**config.mk**
```make
export PLATFORM = sky130hd
export DESIGN_NAME = plsimp_ram
export DESIGN_NICKNAME = d
export VERILOG_FILES = /design/src/hdl/plsimp_ram.sv
export SDC_FILE = /design/constraint.sdc
export NUM_CORES = 1
export LEC_CHECK = 0
export ABC_AREA = 1
export BUFFER_PORTS_ARGS = -buffer_cell sky130_fd_sc_hd__buf_4
export CAP_MARGIN = 10
export CELL_PAD_IN_SITES_DETAIL_PLACEMENT = 1
export CELL_PAD_IN_SITES_GLOBAL_PLACEMENT = 1
export CORE_AREA = 2 2 132 134
export CTS_CLUSTER_DIAMETER = 100
export DETAILED_ROUTE_END_ITERATION = 7
export DIE_AREA = 0 0 134 136
export PLACE_DENSITY = 0.59
export SLEW_MARGIN = 20
export SYNTH_ARGS = -nofsm -noshare
export SYNTH_HDL_FRONTEND = slang
export SYNTH_SLANG_ARGS = --single-unit
export TNS_END_PERCENT = 5
```
**constraint.sdc**
```tcl
create_clock -name clk -period 1.5 [get_ports clk]
set_input_delay 0.225 -clock clk [delete_from_list [all_inputs] [get_ports clk]]
set_output_delay 0.225 -clock clk [all_outputs]
set_load 0.02 [all_outputs]
```
**src/hdl/plsimp_ram.sv**
```systemverilog
// Generic single write, single read RAM with registered read data.
// No dependencies.
`default_nettype none

module plsimp_ram #(
    parameter int WIDTH = 8,
    parameter int DEPTH = 16
) (
    input  wire logic                     clk,
    input  wire logic                     we,
    input  wire logic [$clog2(DEPTH)-1:0] waddr,
    input  wire logic [WIDTH-1:0]         wdata,
    input  wire logic [$clog2(DEPTH)-1:0] raddr,
    output logic      [WIDTH-1:0]         rdata
);

    logic [WIDTH-1:0] mem [DEPTH];

    always_ff @(posedge clk)
    begin
        if (we)
        begin
            mem[waddr] <= wdata;
        end
        rdata <= mem[raddr];
    end

endmodule

`default_nettype wire

```
# Word level (Yosys, flattened, before mapping)
# Memory sizes are Yosys's and may differ from the RTL's. A register that Yosys moved wholly into a read port is not among the register bits.
# Index checks and enable logic that the tools add are counted.
[classes]
n_mux = 2
[ops]
columns = ["op", "n"]
rows = [
  ["$mux W1", 2],
]
[totals]
out_inout_bits = 8
elab_cells = 3
mem_count = 1
register_bits = 0
ram_bits = 128
in_bits = 18
[memory_table]
columns = ["name", "depth", "word_bits", "rd", "rd_clocked_by_memory_dff", "wr", "line_no", "text"]
rows = [
  ["mem", 16, 8, 1, 1, 1, "17", "logic [WIDTH-1:0] mem [DEPTH];"],
]

# Longest topological paths before layout
[depth]
depth_word = 2
depth_mapped = 8

# Worst setup path before layout
# OpenSTA, ideal clock, no wires.
[synth_timing]
path_type = "input to register"
from = "in waddr[2]"
to = "mem mem[10][0], enable pin"
t_arrival_ps = 806
path_stages = 2
required_time_ps = 1130
path_slack_ps = 324
path_buffers = 0
cell_sequence = "nand3b_1 > nor2_1"
[synth_lines]
columns = ["item", "line_no", "text"]
rows = [
  ["from (decl)", "11", "input wire logic [$clog2(DEPTH)-1:0] waddr,"],
  ["to (decl)", "17", ""],
]
# No word-level cell before the write port.

# Worst setup path after layout
[layout_timing]
from = "reg rdata[3] (read register of mem)"
to = "out rdata[3]"
[layout_lines]
columns = ["item", "line_no", "text"]
rows = [
  ["from (decl)", "14", "output logic [WIDTH-1:0] rdata"],
]
# No word-level cell between the ends.

==> results.cfg <==
[floorplanning]
placementRows = 48
die_h_um = 136
die-area_um2 = 18200
ios = 26
core_um2 = 16900
die_x_um = 134
start_util = 0.342

[detailed_routing]
via_per_inst = 4.68
dr_total_vias = 3931
wl_per_cell_um = 18.1
drc_errors = 0
drt-pass1-iter-count = 4
antenna_left = 0
wirelength_um = 15200
dr.first_iter.drc_count = 191

[logic_synthesis]
yosysWarnings = 0
netlist_instances = 551
yosys-top-cells-count = nand2_1 (173), edfxtp_1 (128), inv_1 (100), nand3_1 (97), nor2_1 (17)
syn-num-nets = 569
synth.most_common_cell = nand2_1
synth_cell_types = 12
synth_top_area_frac = 0.667
synth-main-ff-cell = edfxtp_1
netlist_area_um2 = 5770
synth.top_cells.by_area = edfxtp_1 (67%), nand2_1 (11%), nand3_1 (8.4%)
synth-async-reset-ratio = 0
ys_seq_area_frac = 0.694
synth-edff-count = 128
ys_seq_elements = 136
synth.avg_cell_area_um2 = 10.5
synth_largest_area_cell = edfxtp_1

[placement]
portBuffers = 25
gp_congestion = 0.755
post-dp-hpwl_um = 9890

[setup_path]
worstSetupEndpointType = output port
critical-path-max-stage-delay_ns = 0.37
crit_cells = 1
critical-path-slowest-cell = dfxtp_1
crit_arrival_ns = 0.95
worstPathCellList = buf_4
reg2regPathDepth = 6
crit_path_start_kind = register
crit_family = flip-flops
path_max_fanout = 1
worst-path-buf-inv = 1
required_ns = 1.27
setup.worst_path.class = register to output port

[timing]
min_period_over_period = 0.780
max_slew_margin = 0.716
report.final.hold_viol_count = 0
rsz0062_at_grt = false
tns_ns = 0
period_minus_slack_ns = 1.17
finClkSkew_ns = 0.00522
max_freq_ghz = 0.855
worstMarginPinSlew_ns = 0.427
setup_viol = 0
drv_slew = 0

[cts]
cts-root-buf = clkbuf_16
ctsHoldBuffers = 0
ctsResizeCount = 0
clk-insertion-delay-late_ns = 0.42
tritoncts = built
numCtsBuffers = 17
clock_sinks = 136
postCtsSetupBuffers = 0
ctsLongestPathBuffers = 2
clkSlewWorstSetupHoldPaths_ns = 0.06
htreeDepth = 4

[min_path]
hold_path_depth = 1
timing.hold.worst.class = primary input to register

[final_layout]
fin_nets = 620
syn_to_final_growth_pct = 19.6
seqCellArea_um2 = 4000
fillers = 1878
drive_gt1_frac = 0.128
multi_input_area_um2 = 1210
diodes = 0

[power_and_ir_drop]
p_leak_uw = 0.00298
ir_worst_vdd_mv = 0.794
powerDensity_nw_per_um2 = 1280
finalPower_uw = 8820

[global_routing]
grt_max_degree = 39
antenna_found_initial = 0
grt_overflow = 0
grtUsageTotal = 0.182
grt_pass1_wl_um = 23800
first_global_vias = 4176

[run]
maxCapViolCount = 0

[status]
status = completed
## power breakdown
group / switching (uW) / internal (uW)
combinational: 408 / 201
clock: 1460 / 2470
sequential: 30.3 / 4250
## final timing paths
path              startpoint   endpoint  slack, ns
hold reg to reg   mem[12][5]   rdata[5]       0.67
hold / removal      wdata[1]  mem[6][1]       0.14
setup reg to reg   mem[7][5]   rdata[5]       0.47
setup / recovery    rdata[3]   rdata[3]       0.33
## metal layers
layer	global-route usage	up-vias	part of all wire
li1	-	1876	-
met1	0.239	1981	0.48
met2	0.296	52	0.48
met3	0.0369	22	0.022
met4	0.0739	0	0.020
met5	0	-	0
## placed cells by master, fill, tap and decap left out
master	netlist	final
buf_12	0	4
buf_4	4	52
bufinv_16	0	2
clkbuf_1	0	8
clkbuf_16	0	17
clkbuf_8	0	1
clkinv_1	0	3
clkinv_2	0	1
dfxtp_1	8	8
edfxtp_1	128	128
inv_1	100	100
inv_2	2	2
nand2_1	173	173
nand3_1	97	97
nand3b_1	2	2
nor2_1	17	17
## registers in the layout (all words and copies together) (netlist names)
| register | count |
|---|---|
| rdata | 8 |
| mem | 128 |
## kinds of logic after synthesis
family,share of synthesized area
and+or+nand+nor,0.210
DFF,0.694
buffers and inverters,0.0952
## final cells by class
class                   instances  share of cell area
well taps                     225              0.0408
repair buffers                 56              0.0682
multi-input cells             289               0.176
clock buffers                  26              0.0680
flip-flops and latches        136               0.580
clock inverters                 6              0.0111
inverters                     102              0.0555
## stage by stage
stage	area, um2	util	setup slack [ns]	hold WS (ns)	cells
floorplan	5770	-	0.324	0.324	551
global placement	6350	0.376	0.143	0.561	808
detailed placement	6350	0.376	0.136	0.575	808
CTS	6900	0.409	0.298	0.127	840
global route	6900	0.409	0.295	0.146	840
finish	6900	0.409	0.330	0.137	840
No activity file was read; power rests on OpenSTA's default activity.
