--- config.mk ---
export PLATFORM = sky130hd
export DESIGN_NAME = plsimp_div
export DESIGN_NICKNAME = d
export VERILOG_FILES = /design/src/hdl/plsimp_div.sv
export SDC_FILE = /design/constraint.sdc
export NUM_CORES = 1
export LEC_CHECK = 0
export BUFFER_PORTS_ARGS = -buffer_cell sky130_fd_sc_hd__buf_2
export CORE_ASPECT_RATIO = 0.8
export CORE_MARGIN = 4
export CORE_UTILIZATION = 63
export CTS_CLUSTER_DIAMETER = 150
export CTS_CLUSTER_SIZE = 40
export DETAILED_ROUTE_END_ITERATION = 12
export PLACE_DENSITY = 0.87
export SKIP_LAST_GASP = 1
export SLEW_MARGIN = 25
export SYNTH_ARGS = -nofsm -noshare
export SYNTH_HDL_FRONTEND = slang
export SYNTH_SLANG_ARGS = --single-unit
--- constraint.sdc ---
create_clock -name clk -period 8.1 [get_ports clk]
set_clock_uncertainty 0.05 [all_clocks]
set_input_delay 1.215 -clock clk [delete_from_list [all_inputs] [get_ports clk]]
set_output_delay 1.215 -clock clk [all_outputs]
set_load 0.05 [all_outputs]
--- src/hdl/plsimp_div.sv ---
// Restoring fractional divider, one quotient bit per cycle.
// No dependencies; dividend must be below divisor.
`default_nettype none

module plsimp_div #(
    parameter int W     = 67,
    parameter int STEPS = 30
) (
    input  wire logic             clk,
    input  wire logic             rst_n,
    input  wire logic             start,
    input  wire logic [W-1:0]     dividend,
    input  wire logic [W-1:0]     divisor,
    output logic                  done,
    output logic [STEPS-1:0]      quot
);

    localparam int CTW = $clog2(STEPS + 1);

    logic             busy_reg;
    logic             done_reg;
    logic [CTW-1:0]   cnt_reg;
    logic [W:0]       rem_reg;
    logic [W-1:0]     dvs_reg;
    logic [STEPS-1:0] q_reg;
    logic [W:0]       shifted;
    logic             ge;

    assign shifted = rem_reg << 1;
    assign ge      = shifted >= {1'b0, dvs_reg};

    always_ff @(posedge clk or negedge rst_n)
    begin
        if (!rst_n)
        begin
            busy_reg <= 1'b0;
            done_reg <= 1'b0;
            cnt_reg  <= '0;
        end
        else if (start)
        begin
            busy_reg <= 1'b1;
            done_reg <= 1'b0;
            cnt_reg  <= CTW'(STEPS);
        end
        else if (busy_reg)
        begin
            cnt_reg <= cnt_reg - CTW'(1);
            if (cnt_reg == CTW'(1))
            begin
                busy_reg <= 1'b0;
                done_reg <= 1'b1;
            end
        end
        else
        begin
            done_reg <= 1'b0;
        end
    end

    always_ff @(posedge clk)
    begin
        if (start)
        begin
            rem_reg <= {1'b0, dividend};
            dvs_reg <= divisor;
            q_reg   <= '0;
        end
        else if (busy_reg)
        begin
            rem_reg <= ge ? (shifted - {1'b0, dvs_reg}) : shifted;
            q_reg   <= {q_reg[STEPS-2:0], ge};
        end
    end

    assign done = done_reg;
    assign quot = q_reg;

endmodule

`default_nettype wire

# After elaboration in Yosys (flattened, before gate mapping)
# Cells that the tools add are included.
# Widths: inputs -> output; s select.
# totals
ff_bits	171
# op_classes
n_reduce_logical	1
addsub	2
mux	11
n_eq_ne	2
n_lt_le_gt_ge	1
# op_table
op	n
$mux 67	3
$ge 68x67->1	1
$sub 67x67->67	1
$mux 5	2
$mux 1	6
$eq 5x1->1 const B	1
$sub 5x1->5 const B	1
$ne 3x2->1 const B	1
$reduce_bool 2->1	1

# Logic depth before layout (Yosys ltp)
# depth
word_depth	4
ltp_mapped	16
ltp_nobuf	12

# Least setup slack after synthesis
# Ideal clock, no wire load.
# synth_timing
path_type	register to register
startpoint	register rem_reg[39]
endpoint	register rem_reg[59] (data pin)
path_slack_ns	4.919
stages_incl_launch_ff	13
required_time_ns	7.783
path_buffers	1
arrival_time_ns	2.864
setup_time_ns	0.267
synth_period_minus_slack_ns	3.181
path_cell_list	edfxtp_1 > ha_1 > buf_4 > nand4_2 > or3_4 > or4_4 > a32oi_2 > a22o_4 > a31oi_4 > o21ai_1 > a31oi_1 > nor4b_1 > a211oi_1
# synth_via
elab_chain_cells	4
word_cells_on_any_way	5
classes_between	add/sub: 1; order compare: 1; mux: 3
# synth_lines
element	line_no	text
start, declared	23	logic [W:0] rem_reg;
start signal, assigned	65	rem_reg <= {1'b0, dividend};
start signal, assigned	71	rem_reg <= ge ? (shifted - {1'b0, dvs_reg}) : shifted;
$sub 67x67->67 / $ge 68x67->1 (equally long branches)	71, 30	
$mux 67 (*)	71	
$mux 67 (*)	69	else if (busy_reg)
$mux 67 (*)	63	if (start)
# Mark *: on every way between the ends. The rest lies on a longest branch, timed or not. The select of a mux whose other input is x is not followed.
# A chain may end at the register's enable or synchronous reset.

# Worst setup path after layout
# layout_timing
startpoint	register rem_reg[34]
endpoint	register rem_reg[33] (data pin)
# layout_via
elab_chain_cells	4
# layout_lines
element	line_no	text
$ge 68x67->1	30	assign ge = shifted >= {1'b0, dvs_reg};
$mux 67	71	
$mux 67	69	
$mux 67	63	
# No other way between the ends. The select of a mux whose other input is x is not followed.

==> results.toml <==
[place]
dp_cells = 1499
hpwlAfterDp_microns = 20550
port_buffers = 167
globalplace.congestion = 0.9317

[clock_tree]
cts_hold_buffers = 0
clockBufferDepth = 2
clk_latency_ns = 0.45
clock_sinks = 171
path_clk_slew_ns = 0.08
cts_setup_buffers = 0
cts_root_buf = "clkbuf_16"
cts_resized = 0
h-tree-depth = 4
tritoncts = "done"
numCtsBuffers = 17

[layout]
area_growth_pct = 13.08
regArea_sq_um = 4800
post-route-util_pct = 72.73
multi_input_area_sq_um = 5778
num-fill-cells = 1260
fin_nets = 1500
instances_no_fill = 1532
drive_gt1_share_pct = 19.14

[route]
drtAntennaViolNets = 0
wl_per_cell_microns = 18.62
wl_microns = 28520
num_vias = 9496
vias_per_cell = 6.198
drt_iter0_drc = 1225
firstDrtPassIters = 6
drc = 0

[global_route]
grt_overflow_total = 0
grt_usage_pct = 28.69
grt_max_degree = 92
grt_pass1_vias = 8917
grt_pass1_wl_microns = 45770
antenna_found_initial = 1

[setup_path]
worstPathArrival_ns = 4.77
cp_cell_sequence = "ha_1, a21oi_1, o21ai_1, a211oi_1, o211ai_1, a221oi_1, o211a_1, o211a_4, buf_4, o21ai_0, mux2_2"
critical_path.reg2reg.startpoint = "rem_reg[34]"
critical_path.max_fanout = 91
path_class = "register to register"
required_ns = 8.25
r2r-end = "rem_reg[33]"
critPathMaxStageDelay_ns = 0.73
r2r_cells = 11
slowest_stage = "buf_4"
endpoint_kind = "register"
crit_path_start_kind = "register"
r2r_setup_slack_ns = 3.48

[yosys]
synth-seq-area-share_pct = 42.94
synth-seq-cells = 171
synthCells = 1168
synth_common_cells = "134 x edfxtp_1, 107 x nand2_1, 95 x a21oi_1"
synthesis.area_sq_um = 11180
yosysTopAreaCell = "edfxtp_1"
yosysWarnings = 0
ys_async_sr_fraction_pct = 4.094
synth.distinct_cells = 74
synth_top_area_share_pct = 36.00
syn_area_per_cell_sq_um = 9.569
synth_edf_count = 134
synthTopCellsByArea = "edfxtp_1 36%, ha_1 7.7%, dfxtp_1 5.4%"
yosysMostFrequentCell = "edfxtp_1"
synth_flop_cell = "edfxtp_1"
synth_fp_nets = 1375

[power]
p_total_mw = 4.854
peakVddDrop_mv = 0.2207
leakage_nw = 5.595
powerDensity_nw_per_um2 = 384.1

[sta]
drv_slew = 0
rsz0062_at_grt = "no"
setup_viol = 0
finalHoldViolations = 0
fmax_mhz = 216.4
post-route-min-period_ns = 4.621
maxSlewHeadroom_pct = 35.35
tightest_slew_ns = 0.9697
period_share_pct = 57.05
fin_setup_tns_ns = 0
whs_ns = 0.4705

[die]
die_width_microns = 156.9
row_count = 43
die_y_microns = 127.1
core-area_sq_um = 17380
start_util_pct = 64.32
dieArea_sq_um = 19950
ios = 168

[min_path]
min-delay-start = "quot[27]"
hold_path_class = "register to register"
min_path_cells = 2
min_to = "quot[27]"

[outcome]
status = "complete, no violations"

[job]
maxCapViolCount = 0
worst max-delay path by stage:
stage                      startpoint     endpoint  slack [ns]  depth (start not counted)
after global placement    rem_reg[32]  rem_reg[32]        3.92                         11
after detailed placement  rem_reg[34]  rem_reg[31]        3.70                         11
after CTS                 rem_reg[34]  rem_reg[33]        3.56                         11
after global routing      rem_reg[34]  rem_reg[33]        3.18                         11
final                     rem_reg[34]  rem_reg[33]        3.48                         11
after floorplan           rem_reg[39]  rem_reg[59]        4.92                         12
critical path, delay by kind of cell, from the launching register on:
kind / cells / cell delay (ns)
fa+ha+maj: 1 / 0.42
buf+inv: 1 / 0.73
mux: 1 / 0.33
flops: 1 / 0.41
compound gates: 8 / 2.41
layout by cell type (no fill, tap or decap), drive strengths merged, types with 5 or more instances in the layout:
master    n
or2       5
a21o     31
xnor2    39
xor2     26
dfxtp    30
o21ai    82
ha       69
o21a     39
nor2     82
inv      94
buf     172
edfxtp  134
clkinv    5
mux2     27
a21oi    96
o21bai   16
o31ai     7
a211oi   11
nor2b     7
a221oi    5
nand4    25
dfrtp     7
clkbuf   18
mux2i    30
a31oi    12
o211ai   22
and2      5
or3       8
nand3    16
nor3     12
and3     10
a21boi    5
nand2   108
kinds of logic after synthesis:
family                   after synthesis  share of synthesized area [%]
AO/OA/AOI/OAI                        357                          20.77
AND/OR/NAND/NOR                      297                          12.46
flip-flops                           171                          42.94
buffers and inverters                151                          5.429
adder cells (fa/ha/maj)               70                          7.903
XOR/XNOR                              65                          5.094
multiplexers                          57                          5.407
power by group:
| group | internal, mW | switching [mW] |
|---|---|---|
| combinational | 1.08 | 1.60 |
| sequential | 1.23 | 0.125 |
| clock | 0.413 | 0.407 |
through the flow:
step / cell area, sq um / worst slack, ns
after floorplan: 11180 / 4.919
after global placement: 12050 / 3.917
after detailed placement: 12050 / 3.698
after CTS: 12640 / 3.558
after global routing: 12640 / 3.181
final: 12640 / 3.479
cell type report:
type | count | share of cell area (%)
clock inverter | 14 | 1.208
sequential | 171 | 37.98
tap | 225 | 2.227
clock buffer | 18 | 3.396
inverter | 85 | 2.524
antenna | 1 | 0.01980
timing repair buffer | 172 | 6.930
multi-input combinational | 846 | 45.72
metal layers:
layer  routed length [microns]  GRT usage (%)  share of wire [%]
met2                     12740          43.92                 45
met1                     12630          42.19                 44
met3                      2580          5.486                9.0
met4                       565          7.500                2.0
met5                         0              0                  0
Note: power is estimated with default switching activity, not from simulation.
