File: src/hdl/plsimp_mul.sv
// Shift-add unsigned multiplier, one partial product per cycle.
// No dependencies; used by the simplifier sequencer.
`default_nettype none

module plsimp_mul #(
    parameter int MW = 34
) (
    input  wire logic            clk,
    input  wire logic            rst_n,
    input  wire logic            start,
    input  wire logic [MW-1:0]   a,
    input  wire logic [MW-1:0]   b,
    output logic                 done,
    output logic [2*MW-1:0]      prod
);

    localparam int PW  = 2 * MW;
    localparam int CTW = $clog2(MW + 1);

    logic           busy_reg;
    logic           done_reg;
    logic [CTW-1:0] cnt_reg;
    logic [PW-1:0]  acc_reg;
    logic [PW-1:0]  mcand_reg;
    logic [MW-1:0]  mplier_reg;

    always_ff @(posedge clk or negedge rst_n)
    begin
        if (!rst_n)
        begin
            busy_reg <= 1'b0;
            done_reg <= 1'b0;
            cnt_reg  <= '0;
        end
        else if (start)
        begin
            busy_reg <= 1'b1;
            done_reg <= 1'b0;
            cnt_reg  <= CTW'(MW);
        end
        else if (busy_reg)
        begin
            cnt_reg <= cnt_reg - CTW'(1);
            if (cnt_reg == CTW'(1))
            begin
                busy_reg <= 1'b0;
                done_reg <= 1'b1;
            end
        end
        else
        begin
            done_reg <= 1'b0;
        end
    end

    always_ff @(posedge clk)
    begin
        if (start)
        begin
            acc_reg    <= '0;
            mcand_reg  <= PW'(a);
            mplier_reg <= b;
        end
        else if (busy_reg)
        begin
            if (mplier_reg[0])
            begin
                acc_reg <= acc_reg + mcand_reg;
            end
            mcand_reg  <= mcand_reg << 1;
            mplier_reg <= mplier_reg >> 1;
        end
    end

    assign done = done_reg;
    assign prod = acc_reg;

endmodule

`default_nettype wire

File: config.mk
export PLATFORM = sky130hd
export DESIGN_NAME = plsimp_mul
export DESIGN_NICKNAME = d
export VERILOG_FILES = /design/src/hdl/plsimp_mul.sv
export SDC_FILE = /design/constraint.sdc
export NUM_CORES = 1
export LEC_CHECK = 0
export BUFFER_PORTS_ARGS = -buffer_cell sky130_fd_sc_hd__buf_2
export CAP_MARGIN = 20
export CORE_MARGIN = 4
export CORE_UTILIZATION = 53
export CTS_CLUSTER_DIAMETER = 80
export DETAILED_ROUTE_END_ITERATION = 8
export MAX_ROUTING_LAYER = met4
export PLACE_DENSITY = 0.78
export SYNTH_ARGS = -nofsm -noshare
export SYNTH_HDL_FRONTEND = slang
export SYNTH_SLANG_ARGS = --single-unit
File: constraint.sdc
create_clock -name clk -period 3.03 [get_ports clk]
set_input_delay 0 -clock clk [delete_from_list [all_inputs] [get_ports clk]]
set_output_delay 0 -clock clk [all_outputs]
set_load 0.03 [all_outputs]
======== Word level (Yosys, flattened, before mapping) ========
Cells that the tools add are included.
Widths: inputs -> output; s select.
operators by class
  $add $sub $neg .......................... 2
  multiply operators ...................... 0
  div/mod/pow operators ................... 0
  $lt $le $gt $ge ......................... 0
  eq/ne operators ......................... 2
  shift-type cells ........................ 0
  muxes and demuxes ....................... 12
  bitwise logic cells ..................... 0
  reduce and logical (&&, ||, !) cells .... 2
operators by type and width
  operator             number
  $mux 34              4
  $add 68x68->68       1
  $mux 6               2
  $eq 6x1->1 const B   1
  $mux 1               6
  $sub 6x1->6 const B  1
  $ne 3x2->1 const B   1
  $reduce_and 2->1     1
  $reduce_bool 2->1    1
storage, ports and cells
  register bits after elaboration ......... 178
  latch bits .............................. 0
  memory bits (writable) .................. 0
  ROM bits ................................ 0
  input bits .............................. 71
  output and inout port bits .............. 69
  memories ................................ 0

======== Longest topological paths before layout ========
Gate-level depths: netlist (run 1).
  word-level depth ........................ 4
  depth in mapped cells ................... 12

======== Worst setup path before layout (run 1) ========
OpenSTA, ideal clock, no wires.
  kind .................................... reg2reg
  start point ............................. register acc_reg[0], in the netlist prod[0]
  end point ............................... register acc_reg[66], in the netlist prod[66]
  arrival time ............................ 3.102 ns
  required time ........................... 2.913 ns
  slack ................................... -0.190 ns
  cell stages (with the launch flop) ...... 13
  clock period less this slack ............ 3.220 ns
  cells stage by stage .................... dfxtp_1 > ha_1 > fa_1 > a21o_1 > a221o_1 > a31oi_1 > nor4b_1 > o21ai_1 > a41oi_1 > o21bai_1 > a21oi_1 > or3_1 > a32o_1
between the ends
  cells in the longest elaborated chain, start to end .. 1
RTL lines
  what                    line  RTL
  from (decl)             23    logic [PW-1:0] acc_reg;
  from (signal assigned)  68    acc_reg <= acc_reg + mcand_reg;
  $add 68x68->68          68
Every way passes these cells.
A chain may end at the register's enable or synchronous reset.

======== Worst setup path in the final report (run 1) ========
  start point ............................. register mcand_reg[0]
  end point ............................... register acc_reg[67], in the netlist prod[67]
between the ends
  cells in the longest elaborated chain, start to end .. 1
RTL lines
  what                    line  RTL
  from (decl)             24    logic [PW-1:0] mcand_reg;
  from (signal assigned)  61    mcand_reg <= PW'(a);
  from (signal assigned)  70    mcand_reg <= mcand_reg << 1;
  $add 68x68->68          68
Every way passes these cells.

==> impl_metrics.ini, run 1 <==
[route]
wl_mm = 30.6
first_pass_iters = 5
drc_errors = 0
antenna_left = 0
wl_per_cell_um = 17.9
drt_iter0_drc = 724
vias = 9894
routed_via_density = 5.78

[sta]
rsz0062_at_grt = yes
timing.fmax_ghz = 0.314
timing.final.crit_share_pct = 105
worst_slew_pin_slew_ns = 0.736
worst_slack_ns = -0.155
hold_viol = 0
setup_viol_count_final = 14
drv_slew = 0
skew_ns = 0.0168
slew_headroom_pct = 50.8
min_period_ns = 3.19

[synth]
synth-seq-area-share_pct = 40.1
avgSynthCellArea_sq_um = 9.19
yosys_register_bits = 178
ys_warn_count = 0
syn-instance-count = 1164
synth_cell_types = 61
syn_nets = 1305
synth.cell_area_sq_um = 10700
synthArstFlopShare_pct = 4.49
synth_edf_count = 68
yosys.area.top_type = dfxtp_1
synthTopCellsByArea = dfxtp_1, edfxtp_1, ha_1
synth_flop_cell = dfxtp_1
netlist.area_leader.share_pct = 19.1

[global_route]
grt_pass1_vias = 9720
antenna_found_initial = 1
overflow = 0
grt_max_degree = 76
grtUsageTotal_pct = 27.4
grt_pass1_wl_mm = 48.5

[critical_path]
cp-end-kind = flip-flop
cp_slowest_cell = edfxtp_1
start_kind = flip-flop
cp_max_fo = 3
crit_required_ns = 3.36
cp_common_cell = a211o_1
worstPathCellList = ha_4 -> buf_6 -> a211o_1 -> a211o_1 -> a21bo_2 -> o211a_4 -> o211a_1 -> o21ai_2 -> nand2_1 -> o221ai_2 -> mux2i_1 -> mux2_1
path_delay_family = compound AO/OA/AOI/OAI gates
worstPathArrival_ns = 3.52
max_stage_delay_ns = 0.46
path_class = reg -> reg
cp.buffers_inverters = 1

[floorplanning]
core_region_area_sq_um = 19700
io_pins = 140
die_h_um = 150
chipWidth_um = 150
design.die.area_sq_um = 22500
start_util_pct = 54.4
row_count = 51

[power_and_ir_drop]
p_leak_nw = 6.55
totalPowerFinal_mw = 8.06
p_per_area_nw_per_um2 = 573
ir_drop_v = 0.000481

[cells_and_area]
stdcell_count = 1711
most-common-layout-cells = nand2_1, buf_2, a21oi_1
fin_area_sq_um = 14100
area_growth_pct = 31.5
layout_commonest_cell = nand2_1
nNetsFinal = 1573
drive_gt1_share_pct = 29.3
fin_util_pct = 71.6
fillers = 1450

[clock_tree]
clk_latency_ns = 0.45
clk_path_buf_depth = 2
clk_pin_slew_worst_paths_ns = 0.08
cts-root-buf = clkbuf_16
cts_max_level = 4
cts_tree = done
cts_sinks = 178
cts_inserted_buffers = 17

[placement]
hpwl_mm = 20.3
dpl.cell_count = 1593
gp_congestion = 0.941
portBuffers = 139
place_area_sq_um = 12200

[outcome]
violations = setup timing
run_status = finished with violations

[flow_run]
max-cap-violations = 0

[min_path]
min_path_type = in -> reg
==> synthesized netlist by cell type (6+ instances only) <==
master and instances:
o31ai_1 7, o21bai_1 13, a21o_1 40, xnor2_1 36
nand2_1 148, dfrtp_1 8, a31oi_1 8, dfxtp_1 102
nand3b_1 6, buf_1 7, o21ai_0 47, nor3_1 13
nand2b_1 9, ha_1 69, inv_1 18, o21a_1 7
nor2_1 88, clkbuf_1 58, xor2_1 24, and3_1 10
and2_1 9, edfxtp_1 68, nand3_1 21, nand4_1 22
mux2_2 66, a21oi_1 135, mux2i_1 35
==> report_power, final <==
| group | internal, mW | switching (mW) | leakage [nW] |
|---|---|---|---|
| clock | 1.10 | 1.11 | 0.285 |
| combinational | 1.30 | 1.61 | 4.62 |
| sequential | 2.74 | 0.197 | 1.65 |
| total | 5.15 | 2.91 | 6.55 |
==> metrics by stage <==
stage / setup slack (ns) / setup TNS [ns] / hold slack [ns]
6_report: -0.155 / -0.732 / 0.0302
3_5_place_dp: -0.237 / -2.14 / -0.148
4_1_cts: -0.134 / -0.607 / 0.0160
2_1_floorplan: -0.00947 / -0.00947 / -0.296
3_3_place_gp: -0.120 / -0.510 / -0.147
5_1_grt: -0.251 / -2.69 / 0.0491
==> kinds of logic (layout without fill, tap and decap cells) <==
kind of cell               count (synthesis)  count (layout)  synth area share, %
AOI/OAI and AO/OA                        311             311                 18.0
xor gates and xnor gates                  60              60                 4.91
adders and majority gates                 70              70                 8.26
buffers and inverters                     85             366                 3.01
DFF                                      178             178                 40.1
muxes                                    102             102                 10.3
other                                      0               1                    0
and+or+nand+nor                          358             358                 15.4
==> final timing paths <==
path / from / end / slack (ns) / depth (start not counted)
min in group asynchronous: rst_n / cnt_reg[5] / 0.55 / 3
worst max-delay path: mcand_reg[0] / prod[67] / -0.16 / 12
worst min register to register: prod[59] / prod[59] / 0.47 / 2
worst min-delay path: start / mcand_reg[59] / 0.03 / 2
worst max register to register: mcand_reg[0] / prod[67] / -0.16 / 12
max in group asynchronous: rst_n / busy_reg / 2.18 / 3
==> area by class of cell <==
type	count	area [sq um]	area share [%]
multi-input combinational	901	6540	46.5
clock inverter	15	166	1.18
clock buffer	17	425	3.02
antenna	1	2.50	0.0178
sequential	178	4290	30.5
tap	265	332	2.36
timing repair buffer	316	2250	16.0
inverter	18	67.6	0.480
==> per-layer routing <==
metal | global-route usage (%) | up-vias | part of all wire [%]
met3 | 5.06 | 64 | 6.1
li1 | - | 4768 | -
met5 | - | - | 0
met1 | 33.9 | 4698 | 42
met2 | 45.7 | 364 | 50
met4 | 8.78 | 0 | 2.5
==> what timing repair did <==
action,4_1_cts,5_1_grt
pin swaps,18,42
endpoints found under the setup margin,22,38
hold endpoints to repair,76,0
hold buffers,70,0
buffers inserted,2,13
resized for setup,29,62
(Power assumes the default switching activity.)
==> run 2: changes to the inputs <==
- CELL_PAD_IN_SITES_DETAIL_PLACEMENT: default -> 2
- CELL_PAD_IN_SITES_GLOBAL_PLACEMENT: default -> 2
- CORE_UTILIZATION: 53 -> 33
==> run 2 against run 1 <==
  * The flow still finishes with violations (setup timing)
  * Fmax fell by 13%
  * Via count rose by 14%
  * Register-to-register slack got worse by 0.47 ns
  * Sequential share of layout area fell by 2.4 points
  * Final cell count rose by 14%
  * Clock-buffer cell count did not move
  * Combinational power rose by 45%
  * Critical endpoint is now prod[60]
==> impl_metrics.ini, run 2 (synthesized netlist as in run 1, its figures left out) <==
[sta]
drv_slew = 0
timing.final.crit_share_pct = 121
skew_ns = 0.0307
min_period_ns = 3.66
rsz0062_at_grt = yes
setup_viol_count_final = 54
setup-tns-final_ns = -17.83
timing.fmax_ghz = 0.273
whs_ns = 0.0991
slew_headroom_pct = 34.4
hold_viol = 0
worst_slew_pin_slew_ns = 0.980
worst_slack_ns = -0.629

[clock_tree]
clk_pin_slew_worst_paths_ns = 0.08
cts_tree = done
cts_inserted_buffers = 17
cts_sinks = 178
cts-root-buf = clkbuf_16
clk_path_buf_depth = 2
clk_latency_ns = 0.49
cts_max_level = 4

[power_and_ir_drop]
p_leak_nw = 7.06
p_comb_share_pct = 43.2
seq_power_share_pct = 30.6
switchingPower_mw = 4.01
clkPwrFrac_pct = 26.1
p_per_area_nw_per_um2 = 637
ir_drop_v = 0.000470
p_sw_share_pct = 41.1
totalPowerFinal_mw = 9.74
internal-power_mw = 5.73

[cells_and_area]
area_growth_pct = 43.0
drive_gt1_share_pct = 36.7
most-common-layout-cells = buf_4, nand2_1, buf_2
fillers = 3292
nNetsFinal = 1644
layout_commonest_cell = buf_4
multiInputGateArea_sq_um = 6930
ff_latch_area_sq_um = 4290

[global_route]
antenna_found_initial = 1
grt_max_degree = 101
grt_pass1_wl_mm = 73.2
use_met3_pct = 4.67
busiest_layer = met2
met1_usage_pct = 29.9
grtUsageTotal_pct = 27.0
grt_use_met2_pct = 47.7
overflow = 0
grt_pass1_vias = 12215

[critical_path]
worstPathArrival_ns = 4.06
crit_required_ns = 3.43
cp-end-kind = flip-flop
start_kind = flip-flop
cp_max_fo = 4
rr_worst_depth = 14
path_class = reg -> reg

[route]
vias = 11244
drc_errors = 0
routed_via_density = 5.76
first_pass_iters = 5
drt_iter0_drc = 726
wl_per_cell_um = 28.6
wl_mm = 55.9
antenna_left = 0

[floorplanning]
row_count = 65
io_pins = 140
die_h_um = 188
chipWidth_um = 188
start_util_pct = 33.6
design.die.area_sq_um = 35400
core_region_area_sq_um = 31800

[min_path]
min_path_cells = 2
min_path_type = in -> reg

[outcome]
run_status = finished with violations
violations = setup timing

[placement]
hpwl_mm = 28.2
gp_congestion = 0.832
portBuffers = 139
post-place-ws_ns = -0.379

[flow_run]
max-cap-violations = 0
==> run 2: final timing paths <==
kind | startpoint | endpoint | slack (ns)
max in group asynchronous | rst_n | busy_reg | 2.15
setup / recovery | mcand_reg[21] | prod[60] | -0.63
hold reg to reg | prod[45] | prod[45] | 0.49
hold / removal | start | mcand_reg[36] | 0.1
min in group asynchronous | rst_n | done | 0.53
setup reg to reg | mcand_reg[21] | prod[60] | -0.63
==> run 2: power by group through the flow <==
| stage | sequential [mW] | clock (mW) | combinational, mW |
|---|---|---|---|
| 2_1_floorplan | 3.17 | 0 | 1.43 |
| 3_3_place_gp | 2.95 | 0 | 2.88 |
| 3_5_place_dp | 2.97 | 0 | 3.05 |
| 4_1_cts | 2.93 | 2.52 | 3.33 |
| 5_1_grt | 3.00 | 2.66 | 4.37 |
| 6_report | 2.98 | 2.55 | 4.21 |
==> run 2: through the flow <==
stage / utilization [%] / instance area (sq um) / cells
6_report: 48.1 / 15300 / 1952
5_1_grt: 48.1 / 15300 / 1952
4_1_cts: 45.7 / 14500 / 1937
3_5_place_dp: 40.4 / 12900 / 1821
3_3_place_gp: 40.4 / 12900 / 1821
2_1_floorplan: - / 10700 / 1164
==> run 2: what timing repair did <==
action                     CTS  global route
pin swaps                   23            70
gates resized for setup     50           140
hold buffers                70             0
hold endpoints to repair    76             0
setup buffers               15            15
setup endpoints to repair   41            52
==> run 2: critical path, cell delays in order (launching register included) <==
cell	delay (ns)
edfxtp_1	0.44
ha_1	0.33
buf_4	0.19
a21oi_2	0.27
o21ai_0	0.15
a221oi_1	0.58
a21boi_0	0.24
a21oi_2	0.26
buf_4	0.16
o211ai_1	0.08
buf_4	0.20
a21oi_4	0.20
xnor2_2	0.14
nand2_1	0.11
a21oi_1	0.23
==> run 2: area by class of cell <==
class	count	share of cell area, %
inverters	18	0.442
multi-input cells	901	45.3
clock buffers	17	2.78
repair buffers	387	18.4
well taps	435	3.56
clock inverters	15	1.40
flip-flops and latches	178	28.0
diodes	1	0.0164
==> run 2: per-layer routing <==
layer,wire length (um),share of wire [%]
met1,21300,38
met5,0,0
met3,2360,4.2
met2,29100,52
met4,3030,5.4
==> run 3: changes to the inputs <==
- RECOVER_POWER: default -> 50
==> run 3 against run 2 <==
  * The run ends with capacitance limit, slew limit, setup timing left
  * First-iteration DRC count decreased by 9.8%
  * Sequential share of layout area increased by 0.17 points
  * Final area decreased by 0.59%
  * Final cell count unchanged
  * Routed wire length about the same
  * Combinational power about the same
  * Clock power about the same
  * Core utilization decreased by 0.28 points
  * Critical path depth unchanged
  * Critical path type unchanged
==> impl_metrics.ini, run 3 (synthesized netlist as in run 1, its figures left out) <==
[outcome]
run_status = finished with violations
violations = capacitance limit, slew limit, setup timing

[power_and_ir_drop]
p_per_area_nw_per_um2 = 638
internal-power_mw = 5.70
ir_drop_v = 0.000468
p_sw_share_pct = 41.2
clkPwrFrac_pct = 26.2
seq_power_share_pct = 30.8
switchingPower_mw = 4.00
p_leak_nw = 6.78
p_comb_share_pct = 43.0

[sta]
hold_viol = 0
skew_ns = 0.0293
rsz0062_at_grt = yes
min_period_ns = 3.66
timing.final.crit_share_pct = 121
timing.fmax_ghz = 0.273
drv_slew = 87
worst_slew_pin_slew_ns = 2.33
setup_viol_count_final = 54
setup-tns-final_ns = -18.83
worst_slack_ns = -0.627
slew_headroom_pct = -55.7

[critical_path]
rr_startpoint = mcand_reg[21]
cp_max_fo = 4
path_class = reg -> reg
startpoint = mcand_reg[21]
crit_required_ns = 3.43
worstPathArrival_ns = 4.06
cp-end-kind = flip-flop
start_kind = flip-flop

[clock_tree]
clk_latency_ns = 0.49
cts-root-buf = clkbuf_16
clk_pin_slew_worst_paths_ns = 0.10
cts_sinks = 178
cts_inserted_buffers = 17
clk_path_buf_depth = 2
cts_max_level = 4
cts_tree = done

[cells_and_area]
fin_util_pct = 47.8
fin_area_sq_um = 15200
fillers = 3319
nNetsFinal = 1644
most-common-layout-cells = buf_4, nand2_1, dfxtp_1
stdcell_count = 1952
area_growth_pct = 42.2
layout_commonest_cell = buf_4
drive_gt1_share_pct = 31.9

[route]
drc_errors = 0
wl_mm = 55.8
routed_via_density = 5.78
first_pass_iters = 5
antenna_left = 0
vias = 11288
wl_per_cell_um = 28.6
drt_iter0_drc = 655

[global_route]
antenna_found_initial = 1
grt_pass1_wl_mm = 73.2
grtUsageTotal_pct = 27.0
grt_max_degree = 101
grt_pass1_vias = 12215
overflow = 0

[floorplanning]
row_count = 65
chipWidth_um = 188
start_util_pct = 33.6
design.die.area_sq_um = 35400
core_region_area_sq_um = 31800
io_pins = 140
die_h_um = 188

[placement]
gp_congestion = 0.832
place_area_sq_um = 12900
portBuffers = 139
hpwl_mm = 28.2
dpl.cell_count = 1821
post-place-ws_ns = -0.379

[min_path]
min_from = a[0]
min_path_type = in -> reg

[flow_run]
max-cap-violations = 1
-- run 3: worst paths after layout --
| kind | slack (ns) | end | cells after the start |
|---|---|---|---|
| worst min-delay path | 0.36 | mcand_reg[0] | 3 |
| worst min register to register | 0.49 | prod[45] | 2 |
| worst max register to register | -0.63 | prod[60] | 14 |
| worst max-delay path | -0.63 | prod[60] | 14 |
| max in group asynchronous | 2.15 | busy_reg | 3 |
| min in group asynchronous | 0.53 | done | 3 |
-- run 3: stage by stage --
step	hold WS (ns)	total power [mW]
2_1_floorplan	-0.296	4.60
3_3_place_gp	-0.142	5.83
3_5_place_dp	-0.143	6.02
4_1_cts	0.0663	8.79
5_1_grt	0.365	10.0
6_report	0.358	9.71
-- run 3: critical path, stage by stage (launching register included) --
cell	delay, ns
edfxtp_1	0.44
ha_1	0.33
buf_4	0.19
a21oi_2	0.27
o21ai_0	0.15
a221oi_1	0.58
a21boi_0	0.24
a21oi_2	0.26
buf_4	0.15
o211ai_1	0.08
buf_4	0.19
a21oi_4	0.20
xnor2_2	0.14
nand2_1	0.10
a21oi_1	0.23
-- run 3: final cells by class --
type | count | area, sq um | area share [%]
Multi-Input combinational cell | 901 | 6930 | 45.6
Sequential cell | 178 | 4290 | 28.2
Timing Repair Buffer | 387 | 2730 | 18.0
Tap cell | 435 | 544 | 3.58
Clock buffer | 17 | 425 | 2.80
Clock inverter | 15 | 214 | 1.41
Inverter | 18 | 67.6 | 0.444
Antenna cell | 1 | 2.50 | 0.0165
-- run 3: power by group through the flow --
| stage | clock, mW | combinational [mW] | sequential, mW |
|---|---|---|---|
| 6_report | 2.55 | 4.18 | 2.99 |
| 3_3_place_gp | 0 | 2.88 | 2.95 |
| 4_1_cts | 2.52 | 3.33 | 2.93 |
| 3_5_place_dp | 0 | 3.05 | 2.97 |
| 2_1_floorplan | 0 | 1.43 | 3.17 |
| 5_1_grt | 2.66 | 4.34 | 3.00 |
-- run 3: timing repair --
item                                    in CTS  in global routing
buffers inserted                            15                 15
pin swaps                                   23                 70
gates resized for setup                     50                140
hold buffers                                70                  0
gates cloned                                 0                  0
endpoints found under the setup margin      41                 52
hold endpoints to repair                    76                  0
-- run 3: layer usage --
layer	track usage, %	vias to the layer above	wire length [um]
met5	-	-	0
met4	11.5	0	3130
met3	4.67	218	2260
met2	47.7	421	29100
met1	29.9	5754	21300
li1	-	4895	-
